===== src/hw/rtl/pkst_pkg.sv =====
// Shared constants and types for the pair-key status hash table.
package pkst_pkg;

    localparam int unsigned BucketsDefault  = 1024;
    localparam int unsigned CapacityDefault = 1024;

    localparam logic [31:0] HashMulX = 32'd12841;
    localparam logic [31:0] HashMulY = 32'd89189;

    typedef enum logic [1:0] {
        ERR_OK     = 2'd0,
        ERR_LOCKED = 2'd1,
        ERR_FULL   = 2'd2
    } err_code_t;

    localparam logic REQ_GET = 1'b0;
    localparam logic REQ_SET = 1'b1;

endpackage


===== src/hw/rtl/pkst_hash.sv =====
// Bucket hash: products registered, then summed and masked.
module pkst_hash #(
    parameter int unsigned BUCKETS = pkst_pkg::BucketsDefault,
    parameter int unsigned BW      = 10
) (
    input  logic          clk,
    input  logic [31:0]   key_x,
    input  logic [31:0]   key_y,
    output logic [BW-1:0] bucket
);
    localparam logic [31:0] Mask = 32'(BUCKETS - 1);

    logic [31:0] px_reg;
    logic [31:0] py_reg;
    logic [31:0] sum;

    always_ff @(posedge clk)
    begin
        px_reg <= key_x * pkst_pkg::HashMulX;
        py_reg <= key_y * pkst_pkg::HashMulY;
    end

    assign sum    = (px_reg + py_reg) & Mask;
    assign bucket = sum[BW-1:0];
endmodule


===== config.mk =====
export PLATFORM = sky130hd
export DESIGN_NAME = pkst_hash
export DESIGN_NICKNAME = d
export VERILOG_FILES = /design/src/hw/rtl/pkst_pkg.sv /design/src/hw/rtl/pkst_hash.sv
export SDC_FILE = /design/constraint.sdc
export NUM_CORES = 1
export LEC_CHECK = 0
export BUFFER_PORTS_ARGS = -buffer_cell sky130_fd_sc_hd__buf_4
export CORE_ASPECT_RATIO = 2
export CORE_UTILIZATION = 46
export CTS_CLUSTER_SIZE = 12
export DETAILED_ROUTE_END_ITERATION = 8
export PLACE_DENSITY = 0.78
export SYNTH_ARGS = -nofsm -noshare
export SYNTH_HDL_FRONTEND = slang
export SYNTH_SLANG_ARGS = --single-unit

===== constraint.sdc =====
create_clock -name clk -period 4.4 [get_ports clk]
set_input_delay 0.22 -clock clk [delete_from_list [all_inputs] [get_ports clk]]
set_output_delay 0.22 -clock clk [all_outputs]
set_load 0.03 [all_outputs]

==> summary.txt, run 1 <==
Worst setup path
  • Crit path to: py_reg[9]$_DFF_P_
  • WP data arrival: 2.99 ns
  • Critical Path Source Type: primary input
  • Crit. End Element: flip-flop
  • Critical path, cell by cell: buf_4 -> ha_1 -> ha_1 -> ha_1 -> inv_1 -> fa_1 -> fa_1 -> xnor2_1 -> xnor2_1 -> xnor2_1 -> xnor2_1 -> xnor2_1
  • Crit path depth: 12
  • Slowest CP cell: fa_1
  • CP most frequent cell: xnor2_1
  • CP startpoint: key_y[1]
  • Worst Path Buf+Inv: 2
  • Slowest stage delay, CP: approximately 0.53 ns
  • Critical path class: in2reg
  • WP data required: 4.59 ns
  • CP top delay family: adder cells
  • Crit-path max FO: 4

GRT
  • Vias in the first global route: about 1,300
  • GRT Overall Usage: 0.1847
  • First-pass GRT wire length: ~5.3 mm
  • Total gr overflow: 0
  • Initial antenna violation count: 0
  • Largest net degree at the start of global routing: 11

Route
  • Post-route ant nets: 0
  • Detailed Route WL: 3.052 mm
  • DR vias: 1,227
  • 1st-pass router iterations: 6
  • Number of remaining DRC errors: 0
  • Initial DRC count: 12
  • Via/cell ratio: 4.968
  • Routed wire per std cell: 12.36 µm

Clocking
  • Htree depth: 1
  • Root Driver: clkbuf_8
  • CTS tree: yes
  • Hold-fix buffers at CTS: 0
  • Gates resized, CTS repair: 0
  • Num CTS Buffers: 3
  • Setup Fix Bufs, Post-CTS: 0
  • Clock tree buffer depth: 2
  • Clock-pin slew on the worst setup and hold paths: about 0.070 ns
  • Num Clock Sinks: 20

Finish
  • Layout net count: 320
  • Post-Layout Cell Count: about 250
  • Ant diodes: 0
  • Layout cells sized above 1: 0.1717
  • Area Overhead vs Synth: 18.93%
  • Commonest non-fill, non-tap cell in the layout: ha_1
  • Most frequent cells in the layout: ha_1 (47), buf_4 (30), xnor2_1 (28)
  • Fill cell count: between 300 and 400

Timing
  • Period utilization: 0.6350
  • Max transition margin: 0.7165
  • Final Critical Period: ~2.8 ns
  • Slew @ Worst Pin: approximately 0.42 ns
  • Final Hold Fails: 0
  • Setup TNS: 0 ns
  • Final setup fails: 0
  • Slew Limit Fails: 0
  • Peak Freq: around 360 MHz
  • RSZ-0062 raised after global routing: no

Yosys
  • YS warnings: 0
  • Post-Syn Area: 1732 µm²
  • Post-Syn Area per Cell: 10.49 µm²
  • Post-synth EDFFs: 0
  • Netlist cell types: 21
  • Mapped Nets: approximately 290
  • Mapped Cells: about 170
  • Register area share after synthesis: 0.2312
  • Synth Flop Type: dfxtp_1
  • Synth async-reset ratio: 0
  • #FFs+latches synth: 20

Power
  • VDD IR-drop max: approximately 0.0004 V
  • Sw frac: 0.4448
  • Clock power share: 0.092
  • Int Power: roughly 0.69 mW
  • Pwr dens: 603.4 nW/µm²
  • Logic pwr share: 0.702
  • Switching pwr: around 0.55 mW
  • Flop pwr share: 0.206
  • Leak: around 1 nW

Min path
  • Hold WC Path Type: in2reg
  • Worst Hold Launch: key_x[1]

Outcome
  • Status: complete, no violations

Placed design
  • Placed wire-length estimate: 2.826 mm
  • Port bufs: 30
  • GPL Wtd Cong: about 0.75
  • Post-placement cell count: about 240

Floorplan
  • Die height: about 89 µm
  • Row count: 31
  • Die area: 4029 µm²
  • Boundary Pins: 75
  • Die Wd: 45.39 µm
  • Core region area: about 3600 µm²
  • Initial core utilization: 0.4801

Flow run
  • Maxcap violations: 0
==> cell type report <==
class / instances / area (µm²) / area share
multi-input combinational: 128 / 1267 / 0.6154
tap: 49 / 61.31 / 0.02977
clock buffer: 3 / 41.29 / 0.02005
timing repair buffer: 30 / 225.2 / 0.1094
sequential: 20 / 400.4 / 0.1944
inverter: 17 / 63.81 / 0.03098
==> power groups by stage <==
stage	Sequential, mW	Combinational, mW	Clock (mW)
2_1_floorplan	0.252	0.646	0
3_3_place_gp	0.257	0.865	0
3_5_place_dp	0.260	0.883	0
4_1_cts	0.257	0.885	0.116
5_1_grt	0.261	0.968	0.127
6_report	0.256	0.872	0.115
==> Yosys cell counts (2+ instances only) <==
| cell type | count | area, µm² |
|---|---|---|
| o21ai_0 | 5 | 25.02 |
| nor2b_1 | 2 | 12.51 |
| xnor2_1 | 28 | 245.2 |
| nor2_1 | 7 | 26.28 |
| fa_1 | 8 | 160.2 |
| a21oi_1 | 11 | 55.05 |
| a21o_1 | 4 | 30.03 |
| xor2_1 | 5 | 43.79 |
| inv_1 | 17 | 63.81 |
| o21bai_1 | 2 | 15.01 |
| ha_1 | 47 | 588.1 |
| dfxtp_1 | 20 | 400.4 |
==> metal layers <==
metal  part of all wire  global-route usage  vias up
met3              0.012             0.01837        5
met2               0.65              0.3831       16
met5                  0                   0        -
met4              0.021             0.08264        0
li1                   -                   -      628
met1               0.32              0.1576      578
==> cell families after synthesis <==
kind of cell    count (synthesis)  synth area share
xor+xnor                       33            0.1669
fa+ha+maj                      55            0.4321
compound gates                 28           0.09899
flops                          20            0.2312
mux                             1          0.005781
buf+inv                        17           0.03685
simple gates                   11           0.02818
==> worst min-delay path by stage <==
stage | cells after the start | end | slack, ns
floorplan | 0 | px_reg[0]$_DFF_P_ | 0.25
global placement | 1 | py_reg[0]$_DFF_P_ | 0.36
detailed placement | 1 | py_reg[0]$_DFF_P_ | 0.36
CTS | 1 | py_reg[0]$_DFF_P_ | 0.10
global route | 1 | px_reg[1]$_DFF_P_ | 0.09
finish | 1 | px_reg[1]$_DFF_P_ | 0.10
==> metrics by stage <==
stage | total power [mW] | hold slack, ns | util | setup WS, ns | instance area (µm²)
floorplan | 0.8987 | 0.2477 | - | 1.718 | 1732
global placement | 1.122 | 0.3616 | 0.5595 | 1.322 | 2018
detailed placement | 1.144 | 0.3638 | 0.5595 | 1.270 | 2018
CTS | 1.258 | 0.1019 | 0.5709 | 1.531 | 2059
global route | 1.356 | 0.09376 | 0.5709 | 1.440 | 2059
finish | 1.243 | 0.1035 | 0.5709 | 1.606 | 2059
Power figures use the tool's default switching activity.
==> inputs of run 2 (changes only) <==
--- a/config.mk
+++ b/config.mk
@@ -5,12 +5,13 @@
 export SDC_FILE = /design/constraint.sdc
 export NUM_CORES = 1
 export LEC_CHECK = 0
+export ABC_AREA = 1
 export BUFFER_PORTS_ARGS = -buffer_cell sky130_fd_sc_hd__buf_4
 export CORE_ASPECT_RATIO = 2
-export CORE_UTILIZATION = 46
+export CORE_UTILIZATION = 45
 export CTS_CLUSTER_SIZE = 12
 export DETAILED_ROUTE_END_ITERATION = 8
-export PLACE_DENSITY = 0.78
+export PLACE_DENSITY = 0.77
 export SYNTH_ARGS = -nofsm -noshare
 export SYNTH_HDL_FRONTEND = slang
 export SYNTH_SLANG_ARGS = --single-unit
==> constraint.sdc (replaced) <==
create_clock -name clk -period 2.4 [get_ports clk]
set_input_delay 0.12 -clock clk [delete_from_list [all_inputs] [get_ports clk]]
set_output_delay 0.12 -clock clk [all_outputs]
set_load 0.03 [all_outputs]
==> summary.txt, run 2 <==
Outcome
  • Status: finished, violations left
  • Failing checks: negative setup slack

Finish
  • Layout net count: 403 (+26%)
  • Layout cells sized above 1: 0.2376 (+0.06587)
  • Ant diodes: 0 (unchanged)
  • Most frequent cells in the layout: nand2_1 (47), buf_4 (40), ha_1 (38)
  • Commonest non-fill, non-tap cell in the layout: nand2_1
  • Final core occ: 0.6209 (+0.04998)
  • Area Overhead vs Synth: 31.43%

Yosys
  • Register area share after synthesis: 0.2053 (-0.02595)
  • Yosys top cell area share: 0.3015 (-0.03812)
  • Mapped Cells: 234 (+42%)
  • Mapped Nets: 354 (+24%)
  • Post-Syn Area per Cell: 8.336 µm² (-21%)
  • YS warnings: 0 (unchanged)
  • Cell taking the most area after synthesis: ha_1
  • Post-Syn Area: 1951 µm² (+13%)
  • Top-count cell post-synth: nand2_1
  • Netlist cell types: 21 (unchanged)
  • Synth Flop Type: dfxtp_1
  • Post-synth EDFFs: 0 (unchanged)
  • Synth top cells by count: nand2_1 (48), ha_1 (47), inv_1 (34)
  • Leading post-synthesis cells by cell area: ha_1 (30%), dfxtp_1 (21%), nand2_1 (9.2%)
  • Synth async-reset ratio: 0 (unchanged)
  • #FFs+latches synth: 20 (unchanged)

Placed design
  • Placed wire-length estimate: 3.628 mm (+28%)
  • Port bufs: 30 (unchanged)
  • Placement Setup Slack: -0.4051 ns (-1.675 ns)
  • GPL Wtd Cong: 0.8481 (+13%)

GRT
  • Total gr overflow: 0 (unchanged)
  • Largest net degree at the start of global routing: 13 (+2)
  • GRT Overall Usage: 0.1970 (+0.01231)
  • Initial antenna violation count: 0 (unchanged)
  • Vias in the first global route: 1,663 (+26%)
  • First-pass GRT wire length: 6.768 mm (+28%)

Floorplan
  • Initial core utilization: 0.4724 (-0.007631)
  • Die height: 95.11 µm (+7.1%)
  • Die area: 4618 µm² (+15%)
  • Die Wd: 48.56 µm (+7.0%)
  • Core region area: 4129 µm² (+14%)
  • Row count: 33 (+6.5%)
  • Boundary Pins: 75 (unchanged)

Power
  • Leak: 1.371 nW (+34%)
  • Pwr dens: 1022 nW/µm² (+69%)
  • Design Power: 2.620 mW (+110%)
  • VDD IR-drop max: 0.0008259 V (+110%)

Worst setup path
  • WP data arrival: 2.63 ns (-0.36 ns)
  • Crit. End Element: flip-flop
  • Crit-path max FO: 3 (-1)
  • Critical path class: in2reg
  • WP data required: 2.56 ns (-2.03 ns)
  • Critical Path Source Type: primary input

Timing
  • Final Critical Period: about 2.5 ns
  • Period utilization: 1.032
  • Final setup fails: 1 (+1)
  • Setup TNS: -0.07733 ns (-0.07733 ns)
  • Setup WS post-layout: -0.07733 ns (-1.683 ns)
  • Max transition margin: 0.7802 (+0.06366)
  • RSZ-0062 raised after global routing: yes
  • Slew @ Worst Pin: 0.3274 ns (-0.09340 ns)
  • Peak Freq: about 400 MHz
  • Final Hold Fails: 0 (unchanged)
  • Slew Limit Fails: 0 (unchanged)

Route
  • Initial DRC count: 21 (+9)
  • 1st-pass router iterations: 4 (-2)
  • Post-route ant nets: 0 (unchanged)
  • Number of remaining DRC errors: 0 (unchanged)
  • DR vias: 1,677 (+37%)
  • Routed wire per std cell: 13.05 µm (+5.6%)
  • Via/cell ratio: 5.021 (+1.1%)
  • Detailed Route WL: 4.359 mm (+43%)

Clocking
  • Setup Fix Bufs, Post-CTS: 0 (unchanged)
  • Clock-pin slew on the worst setup and hold paths: 0.07 ns (about the same)
  • CTS tree: yes
  • Num Clock Sinks: 20 (unchanged)
  • Clock tree buffer depth: 2 (unchanged)
  • Root Driver: clkbuf_8
  • Num CTS Buffers: 3 (unchanged)
  • Htree depth: 1 (unchanged)

Flow run
  • Maxcap violations: 0 (unchanged)

Min path
  • Hold WC Path Type: in2reg
==> run 2: cell count changes in the layout (fill, tap and decap cells not counted), moves of 3 or more <==
| cell | previous run | this run |
|---|---|---|
| nor2_1 | 7 | 10 |
| nand3_1 | 0 | 14 |
| ha_1 | 47 | 38 |
| buf_4 | 30 | 40 |
| inv_1 | 17 | 31 |
| o21ai_0 | 5 | 2 |
| nand2_1 | 1 | 47 |
| nand4_1 | 0 | 4 |
| xor2_1 | 5 | 14 |
| ha_4 | 0 | 8 |
| a31oi_1 | 0 | 3 |
| xnor2_1 | 28 | 6 |
| inv_2 | 0 | 4 |
==> run 2: worst paths after layout <==
check / from / endpoint / slack [ns] / depth (start not counted)
worst max-delay path: key_y[1] / py_reg[9]$_DFF_P_ / -0.08 / 15
worst min-delay path: key_x[0] / px_reg[0]$_DFF_P_ / 0.02 / 1
==> run 2: power by group <==
| part | total [mW] | switching (mW) | internal (mW) |
|---|---|---|---|
| clock network | 0.332 | 0.109 | 0.223 |
| registers | 0.467 | 0.0369 | 0.430 |
| logic | 1.82 | 1.06 | 0.758 |
| total | 2.62 | 1.21 | 1.41 |
==> run 2: stage by stage <==
stage	instances	cell area [µm²]	hold WS [ns]
6_report	334	2564	0.01938
5_1_grt	334	2564	0.01705
3_3_place_gp	328	2400	0.2719
4_1_cts	333	2495	0.001134
3_5_place_dp	328	2400	0.2697
2_1_floorplan	234	2019	0.1477
==> run 2: cell families after synthesis <==
kind of cell,count (synthesis),synth area share
compound gates,23,0.06607
xor+xnor,22,0.1065
buf+inv,35,0.06735
fa+ha+maj,55,0.3836
simple gates,79,0.1713
flops,20,0.2053
==> run 2: worst max-delay path, cell delays in order <==
cell	delay [ns]
buf_8	0.10
ha_4	0.15
ha_4	0.24
ha_4	0.26
inv_2	0.03
fa_1	0.48
fa_1	0.51
inv_2	0.04
ha_4	0.23
a21oi_4	0.12
o21ai_2	0.07
a21oi_2	0.13
inv_1	0.05
nand2_1	0.05
nand2_1	0.05
==> run 2: layout make-up <==
class	instances	area [µm²]
fillers	346	1565
multi-input cells	179	1545
flip-flops and latches	20	400.4
repair buffers	44	350.3
inverters	35	131.4
well taps	52	65.06
clock buffers	3	41.29
clock inverters	1	30.03
==> run 2: per-layer routing <==
layer / vias up / routed length (µm) / GRT usage / share of wire
met3: 19 / 91 / 0.01914 / 0.021
met1: 757 / 1353 / 0.1521 / 0.31
met2: 39 / 2618 / 0.4284 / 0.60
met5: - / 0 / 0 / 0
li1: 862 / - / - / -
met4: 0 / 295 / 0.1397 / 0.068
==> run 2: what timing repair did <==
action	in CTS	in global routing
hold endpoints to repair	1	1
pin swaps	2	5
hold buffers	1	1
endpoints found under the setup margin	2	2
gates resized for setup	4	9
==> inputs of run 3 (changes only) <==
--- a/config.mk
+++ b/config.mk
@@ -5,13 +5,12 @@
 export SDC_FILE = /design/constraint.sdc
 export NUM_CORES = 1
 export LEC_CHECK = 0
-export ABC_AREA = 1
 export BUFFER_PORTS_ARGS = -buffer_cell sky130_fd_sc_hd__buf_4
 export CORE_ASPECT_RATIO = 2
-export CORE_UTILIZATION = 45
+export CORE_UTILIZATION = 43
 export CTS_CLUSTER_SIZE = 12
 export DETAILED_ROUTE_END_ITERATION = 8
-export PLACE_DENSITY = 0.77
+export PLACE_DENSITY = 0.76
 export SYNTH_ARGS = -nofsm -noshare
 export SYNTH_HDL_FRONTEND = slang
 export SYNTH_SLANG_ARGS = --single-unit
==> summary.txt, run 3 (synthesis gave the netlist of run 1 again) <==
Power
  • Pwr dens: 1076 nW/µm² (+5.3%)
  • Clock power share: 0.100 (-0.027)
  • VDD IR-drop max: 0.0009691 V (+17%)
  • Sw frac: 0.4329 (-0.02872)
  • Switching pwr: 1.043 mW (-14%)
  • Logic pwr share: 0.706 (+0.011)
  • Leak: 1.076 nW (-22%)
  • Int Power: 1.366 mW (-3.1%)
  • Flop pwr share: 0.193 (+0.015)

Clocking
  • CTS tree: yes
  • Clock tree buffer depth: 2 (unchanged)
  • Num CTS Buffers: 3 (unchanged)
  • Setup Fix Bufs, Post-CTS: 0 (unchanged)
  • Htree depth: 1 (unchanged)
  • Num Clock Sinks: 20 (unchanged)
  • Clock-pin slew on the worst setup and hold paths: 0.07 ns (about the same)
  • Root Driver: clkbuf_8

Floorplan
  • Die area: 4300 µm² (-6.9%)
  • Die Wd: 46.87 µm (-3.5%)
  • Boundary Pins: 75 (unchanged)
  • Die height: 91.75 µm (-3.5%)
  • Row count: 32 (-3.0%)
  • Initial core utilization: 0.4505 (-0.02190)
  • Core region area: 3844 µm² (-6.9%)

Finish
  • Layout cells sized above 1: 0.2705 (+0.03294)
  • Area Overhead vs Synth: 29.34%
  • Final core occ: 0.5827 (-0.03823)
  • Post-Layout Cell Count: 258 (-23%)
  • Layout net count: 328 (-19%)
  • Commonest non-fill, non-tap cell in the layout: ha_1
  • Ant diodes: 0 (unchanged)
  • Most frequent cells in the layout: ha_1 (40), buf_4 (34), xnor2_1 (26)

Timing
  • Peak Freq: 427.6 MHz (+5.9%)
  • Slew Limit Fails: 0 (unchanged)
  • Final Hold Fails: 0 (unchanged)
  • Setup TNS: 0 ns (+0.07733 ns)
  • Slew @ Worst Pin: 0.4277 ns (+0.1003 ns)
  • Max transition margin: 0.7111 (-0.06905)
  • Final setup fails: 0 (-1)
  • Period utilization: 0.9745 (-0.05777)
  • Final Critical Period: 2.339 ns (-0.1386 ns)

Placed design
  • GPL Wtd Cong: 0.7792 (-8.1%)
  • Port bufs: 30 (unchanged)
  • Placed wire-length estimate: 2.812 mm (-22%)
  • Post-placement cell count: 252 (-23%)

GRT
  • Largest net degree at the start of global routing: 12 (-1)
  • Initial antenna violation count: 0 (unchanged)
  • Vias in the first global route: 1,281 (-23%)
  • Total gr overflow: 0 (unchanged)
  • GRT met3 Usage: 0.02165 (+0.002515)
  • Global Route met2 Usage: 0.3310 (-0.09739)
  • Gr busiest metal: met2
  • First-pass GRT wire length: 5.175 mm (-24%)
  • Met1 usage: 0.1514 (-0.0007451)
  • GRT Overall Usage: 0.1660 (-0.03101)

Worst setup path
  • CP startpoint: key_y[2]
  • WP data arrival: 2.52 ns (-0.11 ns)
  • Crit-path max FO: 3 (unchanged)
  • Slowest CP cell: fa_1
  • WP data required: 2.58 ns (+0.02 ns)
  • Slowest stage delay, CP: 0.48 ns (-0.03 ns)
  • Critical Path Source Type: primary input
  • Crit. End Element: flip-flop
  • Critical path, cell by cell: buf_6 -> ha_4 -> ha_4 -> ha_4 -> inv_2 -> fa_1 -> fa_2 -> xnor2_2 -> xnor2_2 -> xnor2_1 -> xnor2_1 -> xnor2_1
  • Critical path class: in2reg

Route
  • DR vias: 1,270 (-24%)
  • 1st-pass router iterations: 4 (unchanged)
  • Post-route ant nets: 0 (unchanged)
  • Initial DRC count: 9 (-57%)
  • Number of remaining DRC errors: 0 (unchanged)
  • Detailed Route WL: 3.176 mm (-27%)
  • Routed wire per std cell: 12.31 µm (-5.7%)
  • Via/cell ratio: 4.922 (-2.0%)

Min path
  • Worst Hold Launch: key_x[0]
  • Hold WC Path Type: in2reg

Outcome
  • Status: complete, no violations

Flow run
  • Maxcap violations: 0 (unchanged)
[run 3: cell types whose count changed in the layout (fill, tap and decap cells not counted), sizes merged, moves of 6 or more]
| cell | before | now |
|---|---|---|
| nand2 | 48 | 1 |
| xnor2 | 7 | 28 |
| inv | 35 | 17 |
| nand3 | 14 | 0 |
| xor2 | 15 | 5 |
| buf | 42 | 36 |
[run 3: per-stage QoR]
stage	power (mW)	area [µm²]	hold WS [ns]	setup slack (ns)
floorplan	1.675	1787	0.1477	-0.01034
global placement	2.121	2121	0.2509	-0.1760
detailed placement	2.158	2121	0.2545	-0.2490
CTS	2.407	2196	0.009596	0.02786
global route	2.603	2240	0.002613	-0.01700
finish	2.409	2240	0.01470	0.06131
[run 3: layer usage]
layer  vias to the layer above  wire length (µm)
met2                        22              2023
li1                        642                 -
met3                         4                68
met1                       602              1039
met5                         -                 0
met4                         0                46
[run 3: worst paths after layout]
kind / to / slack (ns) / cells past startpoint
min: px_reg[0]$_DFF_P_ / 0.01 / 1
max: py_reg[9]$_DFF_P_ / 0.06 / 12
[run 3: repair_timing]
item,in CTS,in global routing
hold endpoints to repair,2,0
gates resized for setup,0,8
endpoints found under the setup margin,0,1
hold buffers,2,0
[run 3: critical path, delay by kind of cell]
family,cells,cell delay (ns)
adder cells (fa/ha/maj),5,1.48
buffers and inverters,2,0.13
XOR/XNOR,5,0.76
[run 3: power groups by stage]
stage	Sequential [mW]	Combinational (mW)	Clock, mW
2_1_floorplan	0.462	1.21	0
6_report	0.466	1.70	0.242
3_3_place_gp	0.471	1.65	0
4_1_cts	0.468	1.69	0.247
5_1_grt	0.475	1.87	0.261
3_5_place_dp	0.476	1.68	0
[run 3: area by class of cell]
type | instances | area [µm²]
multi-input cells | 128 | 1359
flip-flops and latches | 20 | 400.4
repair buffers | 38 | 297.8
clock buffers | 4 | 55.05
fillers | 352 | 1604
well taps | 51 | 63.81
inverters | 17 | 63.81
